$ cat src/ffia_pkg.sv
`default_nettype none

package ffia_pkg;

    // Default number of slots in storage.
    localparam int SLOTS_DEFAULT = 16;

    // Reset value of the slots-in-use register.
    localparam logic [4:0] SLOTS_IN_USE_RESET = 5'd16;

    // The granted count saturates here.
    localparam logic [15:0] COUNT_MAX = 16'hFFFF;

    typedef struct packed {
        logic [31:0] start_time;
        logic [31:0] end_time;
        logic        first_request;
        logic        last_request;
    } ffia_req_t;

    typedef struct packed {
        logic        granted;
        logic [3:0]  slot_index;
        logic [15:0] granted_total;
        logic        run_done;
    } ffia_rsp_t;

    typedef enum logic [1:0] {
        ST_IDLE,
        ST_SCAN,
        ST_DONE
    } ffia_state_t;

endpackage

`default_nettype wire

$ cat src/ffia_ram.sv
`default_nettype none

module ffia_ram #(
    parameter int WIDTH = 32,
    parameter int DEPTH = 16,
    localparam int AW = (DEPTH > 1) ? $clog2(DEPTH) : 1
) (
    input  wire logic             clk,
    input  wire logic             wr_en,
    input  wire logic [AW-1:0]    wr_addr,
    input  wire logic [WIDTH-1:0] wr_data,
    input  wire logic             rd_en,
    input  wire logic [AW-1:0]    rd_addr,
    output logic      [WIDTH-1:0] rd_data
);

    logic [WIDTH-1:0] mem [DEPTH];

    always_ff @(posedge clk)
    begin
        if (wr_en)
        begin
            mem[wr_addr] <= wr_data;
        end
        if (rd_en)
        begin
            rd_data <= mem[rd_addr];
        end
    end

endmodule

`default_nettype wire

$ cat src/ffia_seq.sv
`default_nettype none

module ffia_seq #(
    parameter int SLOTS = ffia_pkg::SLOTS_DEFAULT
) (
    input  wire logic              clk,
    input  wire logic              rst_n,
    input  wire logic              req_take,
    input  wire ffia_pkg::ffia_req_t req,
    input  wire logic [4:0]        slots_in_use,
    output logic                   busy,
    output logic                   res_valid,
    input  wire logic              res_take,
    output ffia_pkg::ffia_rsp_t    res
);

    localparam int IDX_W = (SLOTS > 1) ? $clog2(SLOTS) : 1;
    localparam int CNT_W = $clog2(SLOTS + 1);

    ffia_pkg::ffia_state_t state_reg;
    ffia_pkg::ffia_state_t state_next;

    logic [CNT_W-1:0] issue_idx_reg;
    logic [CNT_W-1:0] cmp_idx_reg;
    logic             cmp_pend_reg;
    logic [CNT_W-1:0] active_reg;
    logic [31:0]      start_reg;
    logic [31:0]      end_reg;
    logic             last_reg;
    logic [SLOTS-1:0] valid_reg;
    logic [15:0]      count_reg;
    logic             found_reg;
    logic [IDX_W-1:0] pick_reg;

    logic [CNT_W-1:0] active_calc;
    logic             rd_en;
    logic [31:0]      rd_data;
    logic [31:0]      rd_val;
    logic             hit;
    logic             last_cmp;

    // Slots beyond the storage size do not take part.
    always_comb
    begin
        if ({27'd0, slots_in_use} > 32'(SLOTS))
        begin
            active_calc = CNT_W'(SLOTS);
        end
        else
        begin
            active_calc = CNT_W'(slots_in_use);
        end
    end

    // A slot never written since the last clear reads as release time zero.
    assign rd_val   = valid_reg[cmp_idx_reg[IDX_W-1:0]] ? rd_data : 32'd0;
    assign hit      = cmp_pend_reg && (rd_val < start_reg);
    assign last_cmp = cmp_pend_reg && ((cmp_idx_reg + CNT_W'(1)) == active_reg);

    ffia_ram #(
        .WIDTH (32),
        .DEPTH (SLOTS)
    ) u_ram (
        .clk     (clk),
        .wr_en   (hit && (state_reg == ffia_pkg::ST_SCAN)),
        .wr_addr (cmp_idx_reg[IDX_W-1:0]),
        .wr_data (end_reg),
        .rd_en   (rd_en),
        .rd_addr (issue_idx_reg[IDX_W-1:0]),
        .rd_data (rd_data)
    );

    always_comb
    begin
        state_next = state_reg;
        unique case (state_reg)
            ffia_pkg::ST_IDLE:
            begin
                if (req_take)
                begin
                    state_next = (active_calc == '0) ? ffia_pkg::ST_DONE : ffia_pkg::ST_SCAN;
                end
            end
            ffia_pkg::ST_SCAN:
            begin
                if (hit || last_cmp)
                begin
                    state_next = ffia_pkg::ST_DONE;
                end
            end
            ffia_pkg::ST_DONE:
            begin
                if (res_take)
                begin
                    state_next = ffia_pkg::ST_IDLE;
                end
            end
            default:
            begin
                state_next = ffia_pkg::ST_IDLE;
            end
        endcase
    end

    always_comb
    begin
        busy      = 1'b1;
        res_valid = 1'b0;
        rd_en     = 1'b0;
        unique case (state_reg)
            ffia_pkg::ST_IDLE:
            begin
                busy = 1'b0;
            end
            ffia_pkg::ST_SCAN:
            begin
                rd_en = (issue_idx_reg < active_reg);
            end
            ffia_pkg::ST_DONE:
            begin
                res_valid = 1'b1;
            end
            default:
            begin
                busy = 1'b1;
            end
        endcase
    end

    always_ff @(posedge clk or negedge rst_n)
    begin
        if (!rst_n)
        begin
            state_reg    <= ffia_pkg::ST_IDLE;
            cmp_pend_reg <= 1'b0;
            valid_reg    <= '0;
            count_reg    <= '0;
        end
        else
        begin
            state_reg <= state_next;
            if (state_reg == ffia_pkg::ST_IDLE && req_take)
            begin
                cmp_pend_reg <= 1'b0;
                if (req.first_request)
                begin
                    valid_reg <= '0;
                    count_reg <= '0;
                end
            end
            else if (state_reg == ffia_pkg::ST_SCAN)
            begin
                cmp_pend_reg <= rd_en && !hit;
                if (hit)
                begin
                    valid_reg[cmp_idx_reg[IDX_W-1:0]] <= 1'b1;
                    if (count_reg != ffia_pkg::COUNT_MAX)
                    begin
                        count_reg <= count_reg + 16'd1;
                    end
                end
            end
        end
    end

    always_ff @(posedge clk)
    begin
        if (state_reg == ffia_pkg::ST_IDLE && req_take)
        begin
            start_reg     <= req.start_time;
            end_reg       <= req.end_time;
            last_reg      <= req.last_request;
            active_reg    <= active_calc;
            issue_idx_reg <= '0;
            found_reg     <= 1'b0;
            pick_reg      <= '0;
        end
        else if (state_reg == ffia_pkg::ST_SCAN)
        begin
            if (rd_en)
            begin
                issue_idx_reg <= issue_idx_reg + CNT_W'(1);
            end
            cmp_idx_reg <= issue_idx_reg;
            if (hit)
            begin
                found_reg <= 1'b1;
                pick_reg  <= cmp_idx_reg[IDX_W-1:0];
            end
        end
    end

    // The pick stays zero for a refused request.
    always_comb
    begin
        res.granted       = found_reg;
        res.slot_index    = 4'(pick_reg);
        res.granted_total = count_reg;
        res.run_done      = last_reg;
    end

endmodule

`default_nettype wire

$ cat src/first_fit_interval_allocator_top.sv
// First-fit interval allocator.
//
// Requests (start time, end time, first and last flags) enter on the req
// channel and are accepted on a rising edge with req_valid high and
// req_stall low. Each request is answered by exactly one response on the rsp
// channel, taken on an edge with rsp_valid high and rsp_stall low.
// The slots-in-use register is written through cfg_valid/cfg_ready/cfg_data;
// cfg_ready is always high, and the register should change only while the
// block is idle.
//
// A request scans the release times of the active slots one per cycle through
// a single 32-bit comparator fed by a registered-read slot memory. The scan
// stops at the first slot whose release time is below the start time, or at
// the last active slot. A new request is not accepted before the response to
// the last one is loaded; it can be accepted in the cycle after that. At
// reset all slots read as free with release time zero, the count is zero,
// and slots-in-use is 16. When the receiver stalls, a finished response
// waits in the output register while the next request is still accepted and
// scanned; only its own response then waits for the register.
`default_nettype none

module first_fit_interval_allocator_top #(
    parameter int SLOTS = ffia_pkg::SLOTS_DEFAULT
) (
    input  wire logic                clk,
    input  wire logic                rst_n,
    input  wire logic                req_valid,
    output logic                     req_stall,
    input  wire ffia_pkg::ffia_req_t req,
    output logic                     rsp_valid,
    input  wire logic                rsp_stall,
    output ffia_pkg::ffia_rsp_t      rsp,
    input  wire logic                cfg_valid,
    output logic                     cfg_ready,
    input  wire logic [4:0]          cfg_data
);

    logic [4:0]          slots_in_use_reg;
    logic                rsp_valid_reg;
    logic                rsp_valid_next;
    ffia_pkg::ffia_rsp_t rsp_reg;

    logic                busy;
    logic                res_valid;
    logic                res_take;
    ffia_pkg::ffia_rsp_t res;

    assign cfg_ready = 1'b1;
    assign req_stall = busy;

    // The output register loads when it is empty or being emptied this cycle.
    assign res_take = res_valid && (!rsp_valid_reg || !rsp_stall);

    ffia_seq #(
        .SLOTS (SLOTS)
    ) u_seq (
        .clk          (clk),
        .rst_n        (rst_n),
        .req_take     (req_valid && !busy),
        .req          (req),
        .slots_in_use (slots_in_use_reg),
        .busy         (busy),
        .res_valid    (res_valid),
        .res_take     (res_take),
        .res          (res)
    );

    always_comb
    begin
        rsp_valid_next = rsp_valid_reg;
        priority if (res_take)
        begin
            rsp_valid_next = 1'b1;
        end
        else if (!rsp_stall)
        begin
            rsp_valid_next = 1'b0;
        end
    end

    always_ff @(posedge clk or negedge rst_n)
    begin
        if (!rst_n)
        begin
            slots_in_use_reg <= ffia_pkg::SLOTS_IN_USE_RESET;
            rsp_valid_reg    <= 1'b0;
        end
        else
        begin
            rsp_valid_reg <= rsp_valid_next;
            if (cfg_valid && cfg_ready)
            begin
                slots_in_use_reg <= cfg_data;
            end
        end
    end

    always_ff @(posedge clk)
    begin
        if (res_take)
        begin
            rsp_reg <= res;
        end
    end

    assign rsp_valid = rsp_valid_reg;
    assign rsp       = rsp_reg;

endmodule

`default_nettype wire
$ cat config.mk
export PLATFORM = sky130hd
export DESIGN_NAME = first_fit_interval_allocator_top
export DESIGN_NICKNAME = d
export VERILOG_FILES = /design/src/ffia_pkg.sv /design/src/ffia_ram.sv /design/src/ffia_seq.sv /design/src/first_fit_interval_allocator_top.sv
export SDC_FILE = /design/constraint.sdc
export NUM_CORES = 1
export LEC_CHECK = 0
export ABC_AREA = 1
export BUFFER_PORTS_ARGS = -buffer_cell sky130_fd_sc_hd__buf_2
export CAP_MARGIN = 20
export CORE_UTILIZATION = 55
export DETAILED_ROUTE_END_ITERATION = 8
export HOLD_SLACK_MARGIN = 0.02
export PLACE_DENSITY_LB_ADDON = 0.05
export SLEW_MARGIN = 30
export SYNTH_ARGS = -nofsm -noshare
export SYNTH_HDL_FRONTEND = slang
export SYNTH_SLANG_ARGS = --single-unit
$ cat constraint.sdc
create_clock -name clk -period 7.5 [get_ports clk]
set_input_delay 0.375 -clock clk [delete_from_list [all_inputs] [get_ports clk]]
set_output_delay 0.375 -clock clk [all_outputs]
set_load 0.02 [all_outputs]
==> impl_metrics.env, run 1 <==
export IMPL_clock_sink_count=692
export IMPL_critPathKind="flop to flop"
export IMPL_end_kind="flop"
export IMPL_sequentialPowerShare_pct=44.1
export IMPL_fillCellCount=3633
export IMPL_htreeDepth=3
export IMPL_ys_top_cells_by_area="edfxtp_1 (70%), o21ai_0 (4.9%), nor2_1 (4.6%)"
export IMPL_gp_congestion=0.861
export IMPL_tritoncts="done"
export IMPL_synth_fp_nets=2273
export IMPL_seq_area_frac_synth_pct=74.3
export IMPL_cts_made_buffers=71
export IMPL_ys_warn_count=0
export IMPL_synth_edf_count=641
export IMPL_io_buffers=99
export IMPL_drt_wl_total_mm=66.0
export IMPL_post_drt_wl_per_cell_um=21.8
export IMPL_drv_cap=0
export IMPL_n_antenna_cell=0
export IMPL_antenna_found_initial=1
export IMPL_synth_top_area_share_pct=69.8
export IMPL_cts_clk_slew_worst_paths_ps=60
export IMPL_final_layout_size_suffix_gt1_share_pct=11.3
export IMPL_syn_mean_instance_area_um2=12.8
export IMPL_die_area_um2=51000
export IMPL_synthTopCellsByCount="edfxtp_1 (641), nor2_1 (338), o21ai_0 (269)"
export IMPL_synth_most_common_cell="edfxtp_1"
export IMPL_syn_cell_area_um2=27600
export IMPL_grt_pass1_wl_mm=100
export IMPL_grt_pass1_vias=17000
export IMPL_cts_repair_resized=0
export IMPL_clk_path_buf_depth=3
export IMPL_start_util_pct=56.1
export IMPL_route_detailed_drc=0
export IMPL_first_iter_violations=1661
export IMPL_crit_arrival_ps=6310
export IMPL_synthDistinctLibCells=44
export IMPL_cp_start_kind="flop"
export IMPL_netSwitchingFraction_pct=34.4
export IMPL_dp_hpwl_mm=36.7
export IMPL_finalPower_w=0.0118
export IMPL_syn2layout_area_growth_pct=15.3
export IMPL_final_util_pct=64.7
export IMPL_pin_count=101
export IMPL_clkPwrFrac_pct=28.8
export IMPL_p_int_w=0.00776
export IMPL_largest_reg_flops=512
export IMPL_p_sw_w=0.00408
export IMPL_grt_total_usage_pct=26.4
export IMPL_synth_cells=2156
export IMPL_regArea_um2=20500
export IMPL_viasPerCell=5.80
export IMPL_worst_endpoint_required_ps=7750
export IMPL_p_comb_share_pct=27.1
export IMPL_min_path_cells=3
export IMPL_slew_viol_final=0
export IMPL_ys_ff_latch=692
export IMPL_die_h_um=226
export IMPL_multiInputGateArea_um2=6270
export IMPL_max_freq_mhz=165
export IMPL_min_period_over_period_pct=80.7
export IMPL_core_area_um2=49200
export IMPL_setup_violations=0
export IMPL_p_leak_nw=11.4
export IMPL_hold_viol_final=0
export IMPL_setup_tns_ps=0
export IMPL_drtPass1Iterations=5
export IMPL_grt_ovfl_total=0
export IMPL_max_flop_register="u_seq.u_ram.mem"
export IMPL_antenna_left=0
export IMPL_vias=17600
export IMPL_vdd_ir_drop_max_v=0.000266
export IMPL_clk_latency_ps=610
export IMPL_final_net_count=2431
export IMPL_r2r_cells=18
export IMPL_die_x_um=226
export IMPL_power_density_nw_per_um2=372
export IMPL_tightest_slew_ps=952
export IMPL_min_delay_path_class="primary input to flop"
export IMPL_grt_max_degree=112
export IMPL_status="complete, no violations"
export IMPL_rsz0062_at_grt="no"
export IMPL_slew_headroom_pct=36.5
export IMPL_core_rowCount=81
export IMPL_path_max_fanout=20
export IMPL_synthFlopType="edfxtp_1"
export IMPL_synth_top_cell_by_area="edfxtp_1"
export IMPL_finClkSkew_ps=23.0
export IMPL_synthArstFlopShare_pct=5.92
export IMPL_root_buffer="clkbuf_16"
export IMPL_layout_min_cycle_time_ps=6050
-- critical path: stages (launching register included) --
cell and delay, ps:
edfxtp_1 620, inv_2 260, nand2_1 70, nand3_1 70, nand2_1 50, nand2_1 60
nand2_1 90, nor2_2 600, buf_4 330, nor2_1 70, ha_1 290, a21oi_1 150
nor2_1 50, a211oi_1 180, o22ai_1 130, nor3_2 510, nand3_2 830, nor2_4 820
buf_4 490
-- per-stage QoR --
| stage | instances | worst slack (ps) | area [µm²] | hold slack [ps] |
|---|---|---|---|---|
| after floorplan | 2156 | 2200 | 27600 | 79.4 |
| after global placement | 2832 | 1540 | 28800 | 403 |
| after detailed placement | 2834 | 1470 | 28800 | 407 |
| after CTS | 3031 | 1440 | 31800 | 46.4 |
| after global routing | 3031 | 960 | 31800 | 66.1 |
| final | 3031 | 1450 | 31800 | 73.4 |
-- final timing paths --
kind / slack, ps / endpoint / startpoint
max reg2reg: 1450 / u_seq.u_ram.mem[2][31] / u_seq.cmp_idx_reg[0]
min: 70 / rsp_valid / rsp_stall
max: 1450 / u_seq.u_ram.mem[2][31] / u_seq.cmp_idx_reg[0]
min in group asynchronous: 320 / slots_in_use_reg[2] / rst_n
max in group asynchronous: 6770 / u_seq.count_reg[4] / rst_n
min reg2reg: 420 / rsp[0] / u_seq.last_reg
-- cells in the final DEF (no fill, tap or decap), types with 71 or more instances in the layout --
cell / instances
buf_2: 98
clkbuf_16: 74
dlygate4sd3_1: 71
edfxtp_1: 641
inv_1: 116
nand2_1: 236
nand3_1: 103
nor2_1: 320
o21ai_0: 269
o22ai_1: 77
-- timing repair --
action,4_1_cts,5_1_grt
endpoints found under the setup margin,0,0
hold buffers,71,0
endpoints found under the hold margin,110,0
setup buffers,0,0
-- final cells by class --
type                            count  area share (%)
Clock buffer                       92            6.07
Clock inverter                     34           0.933
Inverter                          123            1.47
Multi-Input combinational cell   1219            19.7
Sequential cell                   692            64.4
Tap cell                          664            2.61
Timing Repair Buffer              207            4.74
-- power groups by stage --
stage / sequential (W) / combinational [W] / clock, W
after global routing: 0.00528 / 0.00358 / 0.00361
after detailed placement: 0.00530 / 0.00316 / 0
after floorplan: 0.00513 / 0.00219 / 0
after CTS: 0.00523 / 0.00321 / 0.00347
final: 0.00523 / 0.00320 / 0.00341
after global placement: 0.00529 / 0.00309 / 0
-- layer usage --
metal	up-vias	share of wire, %	GRT usage, %
li1	8126	-	-
met1	8691	43	37.6
met2	663	47	42.0
met3	101	7.1	4.05
met4	0	2.0	8.34
met5	-	0	0
-- cell families (layout without fill, tap and decap cells) --
group,count (synthesis),in the layout,synth area share [%]
AO/OA/AOI/OAI,465,465,9.76
buffers and inverters,245,456,3.52
AND/OR/NAND/NOR,704,704,10.3
other,1,1,0.0136
XOR/XNOR,8,8,0.254
flip-flops,692,692,74.3
adder cells (fa/ha/maj),41,41,1.86
(Power assumes the default switching activity.)
==> run 2: changes to the inputs <==
==> constraint.sdc (replaced) <==
create_clock -name clk -period 5.9 [get_ports clk]
set_input_delay 0.295 -clock clk [delete_from_list [all_inputs] [get_ports clk]]
set_output_delay 0.295 -clock clk [all_outputs]
set_load 0.02 [all_outputs]
==> impl_metrics.env, run 2 (same netlist as run 1, synthesis figures left out) <==
export IMPL_status="complete, no violations"
export IMPL_grt_total_usage_pct=26.5
export IMPL_start_util_pct=56.1
export IMPL_gp_congestion=0.816
export IMPL_final_layout_size_suffix_gt1_share_pct=11.2
export IMPL_grt_pass1_vias=17400
export IMPL_layout_min_cycle_time_ps=5100
export IMPL_clock_sink_count=692
export IMPL_crit_chain="inv_2, nand2_1, nand3_1, nand2_1, nand2_1, nand2_1, nor2_2, nor2_1, ha_1, nand4_1, or3_1, nor4_1, nand2_4, nand3_2, buf_4, nand2_2, nand2_2, nand2_1, nand2_1"
export IMPL_cts_clk_slew_worst_paths_ps=60
export IMPL_syn2layout_area_growth_pct=15.8
export IMPL_dp_hpwl_mm=37.6
export IMPL_slew_headroom_pct=35.1
export IMPL_min_period_over_period_pct=86.4
export IMPL_clk_path_buf_depth=3
export IMPL_drv_cap=0
export IMPL_end_kind="flop"
export IMPL_crit_buf_inv=2
export IMPL_power_density_nw_per_um2=469
export IMPL_fillCellCount=3578
export IMPL_post_drt_wl_per_cell_um=21.7
export IMPL_die_area_um2=51000
export IMPL_pin_count=101
export IMPL_worst_endpoint_required_ps=6420
export IMPL_antenna_left=0
export IMPL_vias=17500
export IMPL_mostFrequentLayoutCells="edfxtp_1 (641), nor2_1 (320), o21ai_0 (269)"
export IMPL_io_buffers=99
export IMPL_root_buffer="clkbuf_16"
export IMPL_tightest_slew_ps=973
export IMPL_hold_viol_final=0
export IMPL_route_detailed_drc=0
export IMPL_final_net_count=2436
export IMPL_drt_wl_total_mm=65.8
export IMPL_setup_tns_ps=0
export IMPL_critPathKind="flop to flop"
export IMPL_cts_made_buffers=70
export IMPL_crit_arrival_ps=5620
export IMPL_rsz0062_at_grt="no"
export IMPL_path_max_fanout=38
export IMPL_cp_start_kind="flop"
export IMPL_vdd_ir_drop_max_v=0.000295
export IMPL_die_h_um=226
export IMPL_core_rowCount=81
export IMPL_max_flop_register="u_seq.u_ram.mem"
export IMPL_cts_repair_resized=0
export IMPL_viasPerCell=5.79
export IMPL_critPathTopFamily="simple AND/OR/NAND/NOR gates"
export IMPL_first_iter_violations=1827
export IMPL_dp_slack_ps=854
export IMPL_htreeDepth=3
export IMPL_layout_commonest_cell="edfxtp_1"
export IMPL_setup_ws_ps=804
export IMPL_max_freq_mhz=196
export IMPL_grt_max_degree=97
export IMPL_largest_reg_flops=512
export IMPL_slew_viol_final=0
export IMPL_clk_latency_ps=610
export IMPL_min_delay_path_class="primary input to flop"
export IMPL_setup_violations=0
export IMPL_drtPass1Iterations=7
export IMPL_n_antenna_cell=0
export IMPL_grt_pass1_wl_mm=101
export IMPL_finClkSkew_ps=29.6
export IMPL_tritoncts="done"
export IMPL_crit_top_cell="nand2_1"
export IMPL_die_x_um=226
export IMPL_max_stage_delay_ps=610
export IMPL_p_leak_nw=11.4
export IMPL_cp_slowest_cell="edfxtp_1"
export IMPL_antenna_found_initial=0
export IMPL_core_area_um2=49200
export IMPL_grt_ovfl_total=0
[run 2: changes by cell type in the layout (fill, tap and decap cells not counted), moves of 2 or more]
cell / delta
buf_12: +4
buf_16: +6
buf_4: -5
buf_8: -2
bufinv_16: -3
clkinv_2: -2
dlygate4sd3_1: +4
inv_6: -2
[run 2: path summary, 6_finish.rpt]
path / startpoint / to / slack, ps / cells past startpoint
worst min register to register: u_seq.last_reg / rsp[0] / 430 / 0
worst max-delay path: u_seq.cmp_idx_reg[0] / u_seq.count_reg[5] / 800 / 19
worst min-delay path: cfg_valid / slots_in_use_reg[0] / 50 / 2
worst max register to register: u_seq.cmp_idx_reg[0] / u_seq.count_reg[5] / 800 / 19
min in group asynchronous: rst_n / u_seq.valid_reg[1] / 260 / 2
max in group asynchronous: rst_n / u_seq.count_reg[6] / 5240 / 2
[run 2: stage by stage]
step	util, %	cells	power, W	cell area (µm²)	hold slack (ps)
2_1_floorplan	-	2156	0.00930	27600	-0.591
3_5_place_dp	59.0	2836	0.0108	29000	419
6_report	64.9	3033	0.0150	31900	53.7
4_1_cts	64.9	3033	0.0150	31900	20.9
5_1_grt	64.9	3033	0.0158	31900	58.1
3_3_place_gp	58.7	2830	0.0107	28800	402
[run 2: metal layers]
metal	routed length [µm]	GRT usage [%]	part of all wire (%)
met1	28800	37.2	44
met3	4110	4.84	6.2
met4	1490	7.66	2.3
met5	0	0	0
met2	31400	42.6	48
[run 2: final cells by class]
type | count | area (µm²) | area share [%]
clock buffer | 94 | 1960 | 6.13
clock inverter | 28 | 199 | 0.623
inverter | 123 | 467 | 1.46
multi-input combinational | 1219 | 6270 | 19.6
sequential | 692 | 20500 | 64.2
tap | 664 | 831 | 2.60
timing repair buffer | 213 | 1710 | 5.36
[run 2: what timing repair did]
action / CTS / global route
hold buffers: 75 / 0
buffers inserted: 0 / 0
hold endpoints to repair: 111 / 0
[run 2: power by group]
part	switching, W	internal, W	leakage (nW)
Sequential	0.000555	0.00617	6.44
Clock	0.00178	0.00241	1.05
Combinational	0.00286	0.00120	3.88
==> run 3: changes to the inputs <==
--- a/config.mk
+++ b/config.mk
@@ -15,4 +15,5 @@
 export SLEW_MARGIN = 30
 export SYNTH_ARGS = -nofsm -noshare
 export SYNTH_HDL_FRONTEND = slang
+export SYNTH_HIERARCHICAL = 1
 export SYNTH_SLANG_ARGS = --single-unit
==> impl_metrics.env, run 3 <==
export IMPL_status="complete, no violations"
export IMPL_cp_slowest_cell="edfxtp_1"
export IMPL_max_stage_delay_ps=770
export IMPL_root_buffer="clkbuf_16"
export IMPL_first_iter_violations=1734
export IMPL_tritoncts="done"
export IMPL_n_antenna_cell=0
export IMPL_seq_area_frac_synth_pct=68.1
export IMPL_drt_met1_wl_mm=31.7
export IMPL_vdd_ir_drop_max_v=0.000372
export IMPL_layout_commonest_cell="nand2_1"
export IMPL_finClkSkew_ps=22.0
export IMPL_critPathKind="flop to flop"
export IMPL_synthTopCellsByCount="nand2_1 (848), edfxtp_1 (641), inv_1 (508)"
export IMPL_drtPass1Iterations=6
export IMPL_met2_wirelength_mm=36.1
export IMPL_clock_sink_count=692
export IMPL_htreeDepth=3
export IMPL_end_kind="flop"
export IMPL_die_area_um2=55600
export IMPL_mostFrequentLayoutCells="nand2_1 (848), edfxtp_1 (641), inv_1 (505)"
export IMPL_synthArstFlopShare_pct=5.92
export IMPL_met3WireLength_mm=4.97
export IMPL_gp_congestion=0.886
export IMPL_core_rowCount=85
export IMPL_cp_start_kind="flop"
export IMPL_max_flop_register="u_seq/u_ram/mem"
export IMPL_crit_top_cell="nand2_1"
export IMPL_vias=20200
export IMPL_synth_most_common_cell="nand2_1"
export IMPL_clk_latency_ps=620
export IMPL_synthDistinctLibCells=40
export IMPL_ys_top_cells_by_area="edfxtp_1 (64%), nand2_1 (11%), nand3_1 (7.1%)"
export IMPL_synthFlopType="edfxtp_1"
export IMPL_crit_buf_inv=4
export IMPL_rsz0062_at_grt="no"
export IMPL_viasPerCell=5.36
export IMPL_tightest_slew_ps=994
export IMPL_layout_min_cycle_time_ps=5210
export IMPL_min_period_over_period_pct=88.3
export IMPL_syn_cell_area_um2=30100
export IMPL_pin_count=101
export IMPL_synth_top_cell_by_area="edfxtp_1"
export IMPL_setup_tns_ps=0
export IMPL_synth_cells=2846
export IMPL_crit_chain="inv_2, nand2_1, nand2_1, nand2_1, nand2_1, nand2_1, nand2_1, nor2_2, buf_4, nor2_1, ha_1, a21oi_1, o21ai_0, nand3_1, nand2_1, nand2_1, a21oi_1, nor4_1, nand3_1, inv_1, nand3b_1, nor2_4, buf_4"
export IMPL_clk_path_buf_depth=3
export IMPL_dp_hpwl_mm=46.3
export IMPL_die_x_um=236
export IMPL_core_area_um2=53900
export IMPL_start_util_pct=55.8
export IMPL_syn_mean_instance_area_um2=10.6
export IMPL_drt_wl_total_mm=75.9
export IMPL_grt_ovfl_total=0
export IMPL_syn2layout_area_growth_pct=13.4
export IMPL_max_freq_mhz=192
export IMPL_grt_total_usage_pct=27.9
export IMPL_grt_pass1_vias=19600
export IMPL_io_buffers=99
export IMPL_cts_setup_buffers=0
export IMPL_top_layer_used="met5"
export IMPL_final_layout_size_suffix_gt1_share_pct=8.36
export IMPL_cts_clk_slew_worst_paths_ps=60
export IMPL_p_leak_nw=14.7
export IMPL_grt_pass1_wl_mm=116
export IMPL_slew_headroom_pct=33.8
export IMPL_ys_warn_count=6
export IMPL_die_h_um=236
export IMPL_hold_ws_ps=104
export IMPL_route_detailed_drc=0
export IMPL_power_density_nw_per_um2=444
export IMPL_path_max_fanout=31
export IMPL_synth_top_area_share_pct=64.0
export IMPL_grt_max_degree=169
export IMPL_cts_made_buffers=73
export IMPL_antenna_left=0
export IMPL_crit_arrival_ps=5500
export IMPL_critPathTopFamily="simple AND/OR/NAND/NOR gates"
export IMPL_synth_fp_nets=2963
export IMPL_worst_endpoint_required_ps=6190
export IMPL_slew_viol_final=0
export IMPL_post_drt_wl_per_cell_um=20.2
export IMPL_drv_cap=0
export IMPL_final_net_count=3129
export IMPL_setup_violations=0
export IMPL_synth_edf_count=641
export IMPL_largest_reg_flops=512
export IMPL_min_delay_path_class="primary input to flop"
export IMPL_ys_ff_latch=692
export IMPL_hold_viol_final=0
export IMPL_antenna_found_initial=4
[run 3: cell types whose count changed after synthesis, sizes merged, moves of 3 or more]
| cell | before | now |
|---|---|---|
| nor2 | 339 | 103 |
| nand2 | 239 | 851 |
| o221ai | 54 | 0 |
| o21ai | 274 | 9 |
| buf | 16 | 100 |
| xor2 | 2 | 11 |
| nand3 | 104 | 428 |
| o211ai | 11 | 0 |
| inv | 122 | 512 |
| o22ai | 77 | 0 |
| clkbuf | 106 | 23 |
| a22oi | 0 | 9 |
| nand4 | 9 | 6 |
| a21oi | 36 | 27 |
[run 3: final timing paths]
| kind | endpoint | cells past startpoint | startpoint | slack (ps) |
|---|---|---|---|---|
| max reg2reg | u_seq/u_ram/mem[4][13] | 23 | u_seq/cmp_idx_reg[0] | 690 |
| max in group asynchronous | u_seq/cmp_pend_reg | 2 | rst_n | 5280 |
| min in group asynchronous | u_seq/valid_reg[10] | 2 | rst_n | 220 |
| max | u_seq/u_ram/mem[4][13] | 23 | u_seq/cmp_idx_reg[0] | 690 |
| min reg2reg | rsp[20] | 0 | u_seq/pick_reg[3] | 430 |
| min | slots_in_use_reg[0] | 4 | cfg_valid | 100 |
[run 3: worst min-delay path, stage by stage]
cell and delay, ps:
buf_2 150, inv_2 80, nand2_1 70, nand2_1 70
[run 3: where the power goes]
part | leakage, nW | switching (W) | internal, W
Clock | 1.05 | 0.00184 | 0.00234
Sequential | 6.43 | 0.000480 | 0.00607
Combinational | 7.22 | 0.00321 | 0.00121
Total | 14.7 | 0.00553 | 0.00961
[run 3: per-layer routing]
metal  vias to the layer above  track usage, %
met2                       706            45.3
met3                       165            4.54
met1                      9727            37.4
met4                         4            12.1
li1                       9553               -
met5                         -               0
[run 3: timing repair]
item | 4_1_cts | 5_1_grt
resized for setup | 0 | 0
hold buffers | 81 | 0
hold endpoints to repair | 111 | 0
[run 3: cells by family (layout without fill, tap and decap cells)]
kind of cell	Yosys count	count (layout)	synth area share, %
adder cells (fa/ha/maj)	41	41	1.71
other	1	1	0.0125
buffers and inverters	635	851	9.07
XOR/XNOR	18	18	0.524
AO/OA/AOI/OAI	56	56	1.10
flip-flops	692	692	68.1
AND/OR/NAND/NOR	1403	1403	19.5
[run 3: metrics by stage]
| stage | instances | util (%) | instance area (µm²) | setup WS (ps) | power [W] |
|---|---|---|---|---|---|
| 2_1_floorplan | 2846 | - | 30100 | 1070 | 0.00953 |
| 3_3_place_gp | 3552 | 57.8 | 31200 | 857 | 0.0109 |
| 3_5_place_dp | 3552 | 57.8 | 31200 | 688 | 0.0110 |
| 4_1_cts | 3758 | 63.3 | 34100 | 661 | 0.0152 |
| 5_1_grt | 3758 | 63.3 | 34100 | 224 | 0.0159 |
| 6_report | 3758 | 63.3 | 34100 | 687 | 0.0151 |
[run 3: final cells by class]
cell class | count | area [µm²]
Tap cell | 696 | 871
Multi-Input combinational cell | 1519 | 7010
Clock buffer | 92 | 1950
Clock inverter | 33 | 185
Fill cell | 4327 | 19800
Inverter | 512 | 1930
Timing Repair Buffer | 214 | 1690
Sequential cell | 692 | 20500
